File: config.mk
export PLATFORM = sky130hd
export DESIGN_NAME = first_fit_region_allocator_core
export DESIGN_NICKNAME = d
export VERILOG_FILES = /design/src/rtl/ffra_pkg.sv /design/src/rtl/first_fit_region_allocator_core.sv /design/src/rtl/ffra_table.sv
export SDC_FILE = /design/constraint.sdc
export NUM_CORES = 2
export LEC_CHECK = 0
export BUFFER_PORTS_ARGS = -buffer_cell sky130_fd_sc_hd__buf_2
export CORE_MARGIN = 5
export CORE_UTILIZATION = 57
export CTS_CLUSTER_SIZE = 30
export DETAILED_ROUTE_END_ITERATION = 10
export HOLD_SLACK_MARGIN = 0.05
export PLACE_DENSITY = 0.8
export SETUP_SLACK_MARGIN = 0.05
export SYNTH_ARGS = -nofsm -noshare
export SYNTH_HDL_FRONTEND = slang
export SYNTH_SLANG_ARGS = --single-unit
File: constraint.sdc
create_clock -name aclk -period 7.3 [get_ports aclk]
set_input_delay 0 -clock aclk [delete_from_list [all_inputs] [get_ports aclk]]
set_output_delay 0 -clock aclk [all_outputs]
set_load 0.02 [all_outputs]
File: src/rtl/ffra_pkg.sv
`timescale 1ns / 1ps
package ffra_pkg;

    localparam logic [1:0] OP_ALLOC   = 2'd0;
    localparam logic [1:0] OP_RELEASE = 2'd1;
    localparam logic [1:0] OP_CHECK   = 2'd2;

    localparam logic [2:0] ST_OK        = 3'd0;
    localparam logic [2:0] ST_NO_SPACE  = 3'd1;
    localparam logic [2:0] ST_FULL      = 3'd2;
    localparam logic [2:0] ST_NOT_FOUND = 3'd3;
    localparam logic [2:0] ST_OUTSIDE   = 3'd4;
    localparam logic [2:0] ST_NOT_ALLOC = 3'd5;

    localparam logic CFG_BASE_PAGE  = 1'b0;
    localparam logic CFG_POOL_PAGES = 1'b1;

    typedef enum logic [5:0] {
        S_IDLE = 6'b000001,
        S_ACHK = 6'b000010,
        S_SCAN = 6'b000100,
        S_SHRD = 6'b001000,
        S_SHWR = 6'b010000,
        S_FIN  = 6'b100000
    } state_t;

endpackage

File: src/rtl/first_fit_region_allocator_core.sv
`timescale 1ns / 1ps
// First-fit page region allocator. One transfer is worked at a time; the region table sits in a
// single-port-read memory scanned one entry per cycle. A release that finds no region scans every
// occupied entry before its result goes to the output register; a check stops at the first entry
// that holds its page. A release that finds its region shifts each entry behind the removed one
// down by one place. Allocate repeats its scan pass while the candidate start moved during the
// previous pass, then appends the region or reports that there is no space.
// The result sits in an output register, so the next transfer is taken while it waits; a stalled
// result that is still waiting holds the next one in its last cycle.
module first_fit_region_allocator_core #(
    parameter int MAX_REGIONS      = 64,
    parameter int PAGE_NUMBER_BITS = 20
) (
    input  logic aclk,
    input  logic aresetn,
    input  logic cfg_we,
    input  logic cfg_index,
    input  logic [PAGE_NUMBER_BITS:0] cfg_wdata,
    input  logic s_tvalid,
    output logic s_tready,
    // opcode, page_count, page_number, zero fill
    input  logic [((2 + 2*PAGE_NUMBER_BITS + 1 + 7) / 8) * 8 - 1:0] s_tdata,
    output logic m_tvalid,
    input  logic m_tready,
    // status, first page of the region, run_pages, legitimate, zero fill
    output logic [((3 + 2*PAGE_NUMBER_BITS + 1 + 1 + 7) / 8) * 8 - 1:0] m_tdata
);
    import ffra_pkg::*;

    localparam int PB   = PAGE_NUMBER_BITS;
    localparam int CB   = PB + 1;
    localparam int XW   = PB + 3;
    localparam int AW   = (MAX_REGIONS > 1) ? $clog2(MAX_REGIONS) : 1;
    localparam int NW   = $clog2(MAX_REGIONS + 1);
    localparam int DW   = CB + PB;
    localparam int MW   = ((3 + PB + CB + 1 + 7) / 8) * 8;
    localparam logic [NW-1:0] MAX_N = NW'(MAX_REGIONS);

    state_t state_reg, state_next;

    logic [PB-1:0] base_reg;
    logic [CB-1:0] pool_reg;
    logic [NW-1:0] cnt_reg, cnt_next;
    logic [1:0]    op_reg, op_next;
    logic [CB-1:0] count_reg, count_next;
    logic [PB-1:0] page_reg, page_next;
    logic [XW-1:0] cand_reg, cand_next;
    logic          moved_reg, moved_next;
    logic [NW-1:0] idx_reg, idx_next;
    logic          pend_reg, pend_next;
    logic [AW-1:0] eidx_reg, eidx_next;
    logic [NW-1:0] j_reg, j_next;

    logic [2:0]    rs_reg, rs_next;
    logic [PB-1:0] rf_reg, rf_next;
    logic [CB-1:0] rr_reg, rr_next;
    logic          rl_reg, rl_next;

    logic          mv_reg;
    logic [2:0]    os_reg;
    logic [PB-1:0] of_reg;
    logic [CB-1:0] or_reg;
    logic          ol_reg;

    logic          tbl_we, tbl_re;
    logic [AW-1:0] tbl_waddr, tbl_raddr;
    logic [DW-1:0] tbl_wdata, tbl_rdata;

    ffra_table #(.DEPTH(MAX_REGIONS), .AW(AW), .DW(DW)) u_table (
        .aclk (aclk),
        .we   (tbl_we),
        .waddr(tbl_waddr),
        .wdata(tbl_wdata),
        .re   (tbl_re),
        .raddr(tbl_raddr),
        .rdata(tbl_rdata)
    );

    logic [1:0]    in_op;
    logic [CB-1:0] in_count;
    logic [PB-1:0] in_page;
    assign in_op    = s_tdata[1:0];
    assign in_count = s_tdata[2+CB-1:2];
    assign in_page  = s_tdata[2+CB+PB-1:2+CB];

    logic [XW-1:0] e_start, e_end, limit, pool_top, fit_end;
    assign e_start  = XW'(tbl_rdata[PB-1:0]);
    assign e_end    = e_start + XW'(tbl_rdata[DW-1:PB]);
    assign pool_top = XW'(base_reg) + XW'(pool_reg);
    assign limit    = (pool_top > (XW'(1) << PB)) ? (XW'(1) << PB) : pool_top;
    assign fit_end  = cand_reg + XW'(count_reg);

    logic          accept, fin_go;
    assign s_tready = (state_reg == S_IDLE);
    assign accept   = s_tvalid && s_tready;
    assign fin_go   = (state_reg == S_FIN) && (!mv_reg || m_tready);

    always_comb begin
        state_next = state_reg;
        cnt_next   = cnt_reg;
        op_next    = op_reg;
        count_next = count_reg;
        page_next  = page_reg;
        cand_next  = cand_reg;
        moved_next = moved_reg;
        idx_next   = idx_reg;
        pend_next  = 1'b0;
        eidx_next  = eidx_reg;
        j_next     = j_reg;
        rs_next    = rs_reg;
        rf_next    = rf_reg;
        rr_next    = rr_reg;
        rl_next    = rl_reg;
        tbl_we     = 1'b0;
        tbl_waddr  = cnt_reg[AW-1:0];
        tbl_wdata  = {count_reg, cand_reg[PB-1:0]};
        tbl_re     = 1'b0;
        tbl_raddr  = idx_reg[AW-1:0];
        case (state_reg)
            S_IDLE: begin
                if (accept) begin
                    op_next    = in_op;
                    count_next = in_count;
                    page_next  = in_page;
                    cand_next  = XW'(base_reg) + XW'(1);
                    moved_next = 1'b1;
                    idx_next   = '0;
                    rs_next    = ST_OK;
                    rf_next    = '0;
                    rr_next    = '0;
                    rl_next    = 1'b0;
                    case (in_op)
                        OP_ALLOC: begin
                            if (in_count == '0) begin
                                rs_next    = ST_NO_SPACE;
                                state_next = S_FIN;
                            end else if (cnt_reg >= MAX_N) begin
                                rs_next    = ST_FULL;
                                state_next = S_FIN;
                            end else begin
                                state_next = S_ACHK;
                            end
                        end
                        OP_RELEASE: begin
                            state_next = S_SCAN;
                        end
                        OP_CHECK: begin
                            if (in_page < base_reg || XW'(in_page) >= pool_top) begin
                                rs_next    = ST_OUTSIDE;
                                state_next = S_FIN;
                            end else if (in_page == base_reg) begin
                                rl_next    = 1'b1;
                                state_next = S_FIN;
                            end else begin
                                state_next = S_SCAN;
                            end
                        end
                        default: begin
                            state_next = S_IDLE;
                        end
                    endcase
                end
            end
            S_ACHK: begin
                if (fit_end > limit) begin
                    rs_next    = ST_NO_SPACE;
                    state_next = S_FIN;
                end else if (!moved_reg) begin
                    tbl_we     = 1'b1;
                    cnt_next   = cnt_reg + NW'(1);
                    rf_next    = cand_reg[PB-1:0];
                    rr_next    = count_reg;
                    state_next = S_FIN;
                end else begin
                    moved_next = 1'b0;
                    idx_next   = '0;
                    state_next = S_SCAN;
                end
            end
            S_SCAN: begin
                if (idx_reg < cnt_reg) begin
                    tbl_re    = 1'b1;
                    pend_next = 1'b1;
                    idx_next  = idx_reg + NW'(1);
                    eidx_next = idx_reg[AW-1:0];
                end
                if (pend_reg) begin
                    case (op_reg)
                        OP_ALLOC: begin
                            if (cand_reg < e_end && e_start < fit_end) begin
                                cand_next  = e_end;
                                moved_next = 1'b1;
                            end
                        end
                        OP_RELEASE: begin
                            if (tbl_rdata[PB-1:0] == page_reg) begin
                                rf_next    = tbl_rdata[PB-1:0];
                                rr_next    = tbl_rdata[DW-1:PB];
                                j_next     = NW'(eidx_reg);
                                pend_next  = 1'b0;
                                state_next = S_SHRD;
                            end
                        end
                        default: begin
                            if (XW'(page_reg) >= e_start && XW'(page_reg) < e_end) begin
                                rl_next    = 1'b1;
                                pend_next  = 1'b0;
                                state_next = S_FIN;
                            end
                        end
                    endcase
                end
                if (state_next == S_SCAN && !(idx_reg < cnt_reg)
                        && !(pend_reg && op_reg != OP_ALLOC && state_next != S_SCAN)) begin
                    if (!pend_reg || op_reg == OP_ALLOC || state_next == S_SCAN) begin
                        if (!pend_reg) begin
                            case (op_reg)
                                OP_ALLOC:   state_next = S_ACHK;
                                OP_RELEASE: begin
                                    rs_next    = ST_NOT_FOUND;
                                    state_next = S_FIN;
                                end
                                default: begin
                                    rs_next    = ST_NOT_ALLOC;
                                    state_next = S_FIN;
                                end
                            endcase
                        end
                    end
                end
            end
            S_SHRD: begin
                if (j_reg + NW'(1) < cnt_reg) begin
                    tbl_re     = 1'b1;
                    tbl_raddr  = AW'(j_reg + NW'(1));
                    state_next = S_SHWR;
                end else begin
                    cnt_next   = cnt_reg - NW'(1);
                    state_next = S_FIN;
                end
            end
            S_SHWR: begin
                tbl_we     = 1'b1;
                tbl_waddr  = j_reg[AW-1:0];
                tbl_wdata  = tbl_rdata;
                j_next     = j_reg + NW'(1);
                state_next = S_SHRD;
            end
            S_FIN: begin
                if (fin_go) begin
                    state_next = S_IDLE;
                end
            end
            default: begin
                state_next = S_IDLE;
            end
        endcase
    end

    always_ff @(posedge aclk) begin
        if (!aresetn) begin
            state_reg <= S_IDLE;
            cnt_reg   <= '0;
            pend_reg  <= 1'b0;
            mv_reg    <= 1'b0;
            base_reg  <= '0;
            pool_reg  <= CB'(1);
        end else begin
            state_reg <= state_next;
            cnt_reg   <= cnt_next;
            pend_reg  <= pend_next;
            if (fin_go) begin
                mv_reg <= 1'b1;
            end else if (m_tready) begin
                mv_reg <= 1'b0;
            end
            if (cfg_we) begin
                case (cfg_index)
                    CFG_BASE_PAGE:  base_reg <= cfg_wdata[PB-1:0];
                    CFG_POOL_PAGES: pool_reg <= cfg_wdata;
                    default:        pool_reg <= pool_reg;
                endcase
            end
        end
    end

    always_ff @(posedge aclk) begin
        op_reg    <= op_next;
        count_reg <= count_next;
        page_reg  <= page_next;
        cand_reg  <= cand_next;
        moved_reg <= moved_next;
        idx_reg   <= idx_next;
        eidx_reg  <= eidx_next;
        j_reg     <= j_next;
        rs_reg    <= rs_next;
        rf_reg    <= rf_next;
        rr_reg    <= rr_next;
        rl_reg    <= rl_next;
        if (fin_go) begin
            os_reg <= rs_reg;
            of_reg <= rf_reg;
            or_reg <= rr_reg;
            ol_reg <= rl_reg;
        end
    end

    assign m_tvalid = mv_reg;
    assign m_tdata  = MW'({ol_reg, or_reg, of_reg, os_reg});

    a_cnt_bound: assert property (@(posedge aclk) disable iff (!aresetn)
        cnt_reg <= MAX_N)
        else $error("region count above table depth");

    a_write_state: assert property (@(posedge aclk) disable iff (!aresetn)
        tbl_we |-> (state_reg == S_ACHK || state_reg == S_SHWR))
        else $error("table written outside append or shift");

    a_shift_range: assert property (@(posedge aclk) disable iff (!aresetn)
        (state_reg == S_SHWR) |-> (j_reg + NW'(1) < cnt_reg))
        else $error("shift beyond occupied entries");

    a_release_shrink: assert property (@(posedge aclk) disable iff (!aresetn)
        (state_reg == S_SHRD && !(j_reg + NW'(1) < cnt_reg))
        |=> (cnt_reg == $past(cnt_reg) - NW'(1)))
        else $error("release did not remove one region");
endmodule

File: src/rtl/ffra_table.sv
`timescale 1ns / 1ps
module ffra_table #(
    parameter int DEPTH = 64,
    parameter int AW    = 6,
    parameter int DW    = 41
) (
    input  logic          aclk,
    input  logic          we,
    input  logic [AW-1:0] waddr,
    input  logic [DW-1:0] wdata,
    input  logic          re,
    input  logic [AW-1:0] raddr,
    output logic [DW-1:0] rdata
);
    logic [DW-1:0] mem [DEPTH];
    logic [DW-1:0] rdata_reg;

    always_ff @(posedge aclk) begin
        if (we) begin
            mem[waddr] <= wdata;
        end
        if (re) begin
            rdata_reg <= mem[raddr];
        end
    end

    assign rdata = rdata_reg;
endmodule

# Yosys cells after proc, flatten, opt, wreduce, memory -nomap -nowiden
# Memories as Yosys holds them, arrays and structs flattened. A register that Yosys moved wholly into a read port is not among the register bits.
# Index checks and enable logic that the tools add are counted.
# totals
ff_bits	233
ramBits	2624
inputBits	75
out_inout_bits	50
wordCells	211
memories	1
# classes
n_addsub	8
order_cmp	11
eq_ne	32
muxes	96
n_bitwise	1
reduce_logical	40
# mem_list
memory	words	width	rd	rd_ports_with_merged_regs	write_ports	line_no	text
u_table.mem	64	41	1	1	1	ffra_table.sv:15	logic [DW-1:0] mem [DEPTH];
# op_table
op	count
two-way mux 21 bit	6
two-way mux 20 bit	6
two-way mux 6 bit	20
two-way mux 23 bit	4
two-way mux 7 bit	10
case mux 21 bit (3 select lines)	1
case mux 20 bit (3 select lines)	1
case mux 23 bit (2 select lines)	1
adder 20 x 21 -> 22 bit	2
two-way mux 41 bit	1
== test 20 bit	2
case mux 6 bit (6 select lines)	1
!= test 2 bit, second input constant	17
case mux 7 bit (2 select lines)	2
adder 23 x 21 -> 23 bit	1
> comparator 23 x 22 -> 1 bit	1
< comparator 20 x 23 -> 1 bit	1
< comparator 23 x 22 -> 1 bit	1
two-way mux 1 bit	23
greater-or-equal comparator 20 x 22 -> 1 bit	1
> comparator 22 x 21 -> 1 bit, second input constant	1
< comparator 20 x 22 -> 1 bit	1
two-way mux 22 bit	1
adder 20 x 1 -> 21 bit, second input constant	1
39 further kinds	82

# Longest topological paths before layout
# logic_depth
word_depth	13
mapped_depth	22
mapped_depth_nobuf	21

# By module
# Synthesis repeated with hierarchy kept, for this count alone.
# hier_totals
cells_unflattened	5893
hier_area_um2	117037.2
# modules_own_cells
module	n_inst	cells_each	area_each_um2	seq_area_each_um2
ffra_table	1	4216	100815.4	80026.8
first_fit_region_allocator_core	1	1677	16221.8	6406.1

# Worst setup path before layout
# OpenSTA, ideal clock, no wires.
# synth_path
kind	reg2reg
from	reg base_reg[0]
to	mem u_table.mem[13][0] (enable)
setup_ns	0.440
arrival_ns	6.592
required_ns	6.860
setup_slack_ns	0.269
path_stages_with_launch	21
path_buffers	2
period_less_slack_ns	7.031
cell_sequence	dfxtp_1 > ha_1 > fa_1 > a211oi_1 > or3_1 > a311oi_1 > a21o_1 > a31oi_1 > mux2i_1 > clkbuf_1 > buf_1 > nand2_1 > ha_1 > a21o_1 > a21o_1 > a221oi_1 > o31a_1 > a211o_1 > nor4b_1 > o21ai_1 > nor2_1
# synth_via
elab_chain_len	8
# synth_rtl
item	line_no	text
start, declared	first_fit_region_allocator_core.sv:41	logic [PB-1:0] base_reg;
start signal, assigned	first_fit_region_allocator_core.sv:279	CFG_BASE_PAGE: base_reg <= cfg_wdata[PB-1:0];
adder 20 x 21 -> 22 bit (*)	first_fit_region_allocator_core.sv:89	assign pool_top = XW'(base_reg) + XW'(pool_reg);
> comparator 22 x 21 -> 1 bit	first_fit_region_allocator_core.sv:90	assign limit = (pool_top > (XW'(1) << PB)) ? (XW'(1) << PB) : pool_top;
two-way mux 22 bit (*)	first_fit_region_allocator_core.sv:90	
> comparator 23 x 22 -> 1 bit (*)	first_fit_region_allocator_core.sv:165	if (fit_end > limit) begin
two-way mux 1 bit (*)	first_fit_region_allocator_core.sv:165	
case mux 1 bit (2 select lines) (*)	first_fit_region_allocator_core.sv:119	case (state_reg)
two-way mux 1 bit (*)	ffra_table.sv:19	if (we) begin
two-way mux 1 bit (not written as such) (*)	ffra_table.sv:20	mem[waddr] <= wdata;
end, declared	ffra_table.sv:15	
# Every way passes the cells marked *; elsewhere a longest branch is shown, timed or not.

# Final worst setup path
# layout_path
from	reg j_reg[0]
to	reg u_table.rdata_reg[3] (netlist: u_table.rdata[3]) (read register of u_table.mem), data pin
# layout_via
elab_chain_len	4
elab_cells_between_ends	6
classes_between	add/sub: 1; order compare: 1; mux: 4
# layout_rtl
item	line_no	text
start, declared	first_fit_region_allocator_core.sv:52	logic [NW-1:0] j_reg, j_next;
start signal, assigned	first_fit_region_allocator_core.sv:295	j_reg <= j_next;
adder 7 x 1 -> 7 bit (*)	first_fit_region_allocator_core.sv:233	if (j_reg + NW'(1) < cnt_reg) begin
< comparator 7 bit	first_fit_region_allocator_core.sv:233	
two-way mux 1 bit or two-way mux 6 bit (tied branches)	first_fit_region_allocator_core.sv:233	
case mux 1 bit (2 select lines) or two-way mux 6 bit (tied branches)	first_fit_region_allocator_core.sv:119	
end, declared	ffra_table.sv:16	logic [DW-1:0] rdata_reg;
# Marked as above.
# A chain may end at the register's enable or synchronous reset.

==> out/summary.txt <==
Die Span Y -> 478 um
EDFF count, synth -> 2841
GRT met2 Usage -> 48.5%
Status -> finished, final reports clean
Skew-Pair Late Insertion Delay -> 0.96 ns
Register share of total power -> 44.1%
Yosys top cell area share -> 68.3%
Final worst slack -> 0.226 ns
CTS tree -> yes
Worst-case vdd ir drop -> 0.000204 V
Synth cell types -> 78
Reg clk slew, reported paths -> 0.06 ns
Top cells by count, synth -> edfxtp_1, mux2i_1, o211ai_1, nand2_1, o21ai_0
Comb pwr share -> 22.1%
Total CTS buffers -> 304
Syn-to-layout area delta -> 13.3%
Synth Instances -> 8562
CP endpoint kind -> flop
ANT nets after route -> 0
WP data arrival -> 7.56 ns
Seq/Total Area, Yosys -> 69.2%
Power per cell area -> 306 nW/um^2
DRT iter0 DRCs -> 11600
Rows -> 171
Detailed placement HPWL -> 211 mm
GP Congestion -> 0.968
Hold Path Stages -> 6
Core ar. -> 218000 um^2
H-tree depth -> 5
Port buffer count -> 116
Post-synth top area cell -> edfxtp_1
Number of flip-flops under the largest register name -> 2624
MaxCap Viol Count -> 0
Yosys warns -> 0
Period utilization -> 96.9%
Worst hold margin -> 0.141 ns
Multi-input logic area -> 35700 um^2
Global-route usage over all layers -> 30.2%
Synth Cell Area -> 125000 um^2
Busiest grt layer -> met2
Starting Density -> 57.4%
Clock power share -> 33.8%
Tmin final -> 7.07 ns
Dominant cells by area after synthesis -> edfxtp_1, mux2i_1, o211ai_1, o221a_2, ha_1
First drt pass iteration count -> 8
Grt ovf -> 0
RSZ-0062 raised after global routing -> false
Final clock skew -> 0.0508 ns
Initial antenna violation count -> 22
Pins over their slew limit -> 0
Critical path startpoint category -> flop
Fin Setup TNS -> 0 ns
Slew at the pin closest to its max-slew limit -> 1.44 ns
Fin. Hold Viols -> 0
Slew HR -> 4.07%
Switch share -> 29.6%
Ys flop type -> edfxtp_1
DRC -> 0
Fin nets -> 9132
Routing usage on met1 -> 38.8%
FF-to-FF path depth -> 16
Final wirelength -> 356 mm
Die Wd -> 478 um
GR Util met3 -> 8.70%
Hold Path Class -> primary input to flop
CTS max path bufs -> 4
Via count -> 81300
Share of cells above drive strength 1 -> 14.2%
Ys async rst share -> 0%
Filler cell count -> 14200
Setup CP Type -> flop to flop
Largest net degree at the start of global routing -> 168
Storage cell area -> 86400 um^2
Peak Freq -> 0.141 GHz
Sink Count -> 2897
Pre-CTS WS -> 0.458 ns
Synth Register Bits -> 2897
Worst EP required -> 7.79 ns
Top-count cell post-synth -> edfxtp_1
Die area -> 229000 um^2
Critical Path Fanout Max -> 63
IO Pins -> 125
DR vias/cell -> 6.83
Pleak -> 49.2 nW
Design Power -> 43.3 mW
Psw -> 12.8 mW
Pint -> 30.5 mW
CTS Root Cell -> clkbuf_16
Mapped Avg Cell Area -> 14.6 um^2
First-pass GRT wire length -> 519 mm
Routed WL per cell -> 29.9 um
Number of global-route vias before repair -> 80400
Final setup violation count -> 0
-- metal layers --
layer  vias up  part of all wire [%]
li1      34400                     -
met1     39900                    35
met2      5846                    47
met3      1134                    13
met4        16                   4.6
met5         -                 0.031
-- cell type report --
cell class	instances	area share, %
Inverter	282	0.755
Multi-Input combinational cell	4785	25.2
Antenna cell	6	0.0106
Clock buffer	376	5.64
Tap cell	2854	2.52
Timing Repair Buffer	563	3.88
Sequential cell	2897	61.1
Clock inverter	143	0.853
-- power by group through the flow --
stage | Combinational [mW] | Sequential (mW) | Clock [mW]
2_1_floorplan | 5.84 | 19.4 | 0
3_3_place_gp | 8.86 | 19.4 | 0
3_5_place_dp | 9.11 | 19.4 | 0
4_1_cts | 9.28 | 19.1 | 14.7
5_1_grt | 10.0 | 19.1 | 15.4
6_report | 9.56 | 19.1 | 14.6
-- worst max-delay path: stages, from the launching register on --
cell and delay, ns:
edfxtp_1 0.53, ha_1 0.30, xnor2_1 0.53, inv_1 0.22, ha_1 0.35, a21o_1 0.12
a31oi_1 0.04, buf_4 0.18, o211a_4 0.33, buf_4 0.33, o21ai_4 0.99, buf_12 0.38
o211ai_1 0.16, a2111oi_0 0.71, a211oi_1 0.30, a22oi_1 0.54, nand3_1 0.57
-- logic make-up (layout without fill, tap and decap cells) --
logic type               count (synthesis)  in the layout  share of synthesized area (%)
flip-flops                            2897           2897                           69.2
AO/OA/AOI/OAI                         2253           2253                           12.9
AND/OR/NAND/NOR                       1432           1432                           5.65
buffers and inverters                  882           1364                           2.98
multiplexers                           779            779                           6.35
adder cells (fa/ha/maj)                226            226                           2.28
XOR/XNOR                                91             91                          0.638
other                                    2             10                        0.00601
-- timing repair --
item | 4_1_cts | 5_1_grt
resized for setup | 0 | 0
endpoints found under the hold margin | 190 | 0
setup buffers | 0 | 0
hold buffers | 159 | 0
-- path summary, 6_finish.rpt --
path                                  from               end  slack (ns)
worst max-delay path              j_reg[0]  u_table.rdata[3]        0.23
worst min-delay path            s_tdata[0]      state_reg[5]        0.14
worst max register to register    j_reg[0]  u_table.rdata[3]        0.23
worst min register to register  rf_reg[14]        of_reg[14]        0.42
-- cells in the final DEF (no fill, tap or decap), types with 54 or more instances in the layout --
cell type      count
o221a_2          246
mux2_2           106
edfxtp_1        2841
buf_2            116
a2111oi_0         83
and3_1           181
mux2i_1          668
nor3_1            98
o211ai_1         664
xnor2_1           55
nand4_1          107
buf_12            92
a21oi_1          303
nor2_1            54
a21o_1            70
and2_1           175
nor2_4            65
nand2_1          575
clkbuf_1          65
dfxtp_1           56
dlygate4sd3_1    159
inv_1            279
nand3_1           81
ha_1             220
a211oi_1         260
clkbuf_16        307
o21ai_0          432
buf_4            196
-- metrics by stage --
stage / cells / util [%] / instance area, um^2
floorplan: 8564 / - / 125000
global placement: 11200 / 60.1 / 131000
detailed placement: 11200 / 60.1 / 131000
CTS: 11900 / 65.0 / 141000
global route: 11900 / 65.0 / 141000
finish: 11900 / 65.0 / 141000
Note: power is estimated with default switching activity, not from simulation.
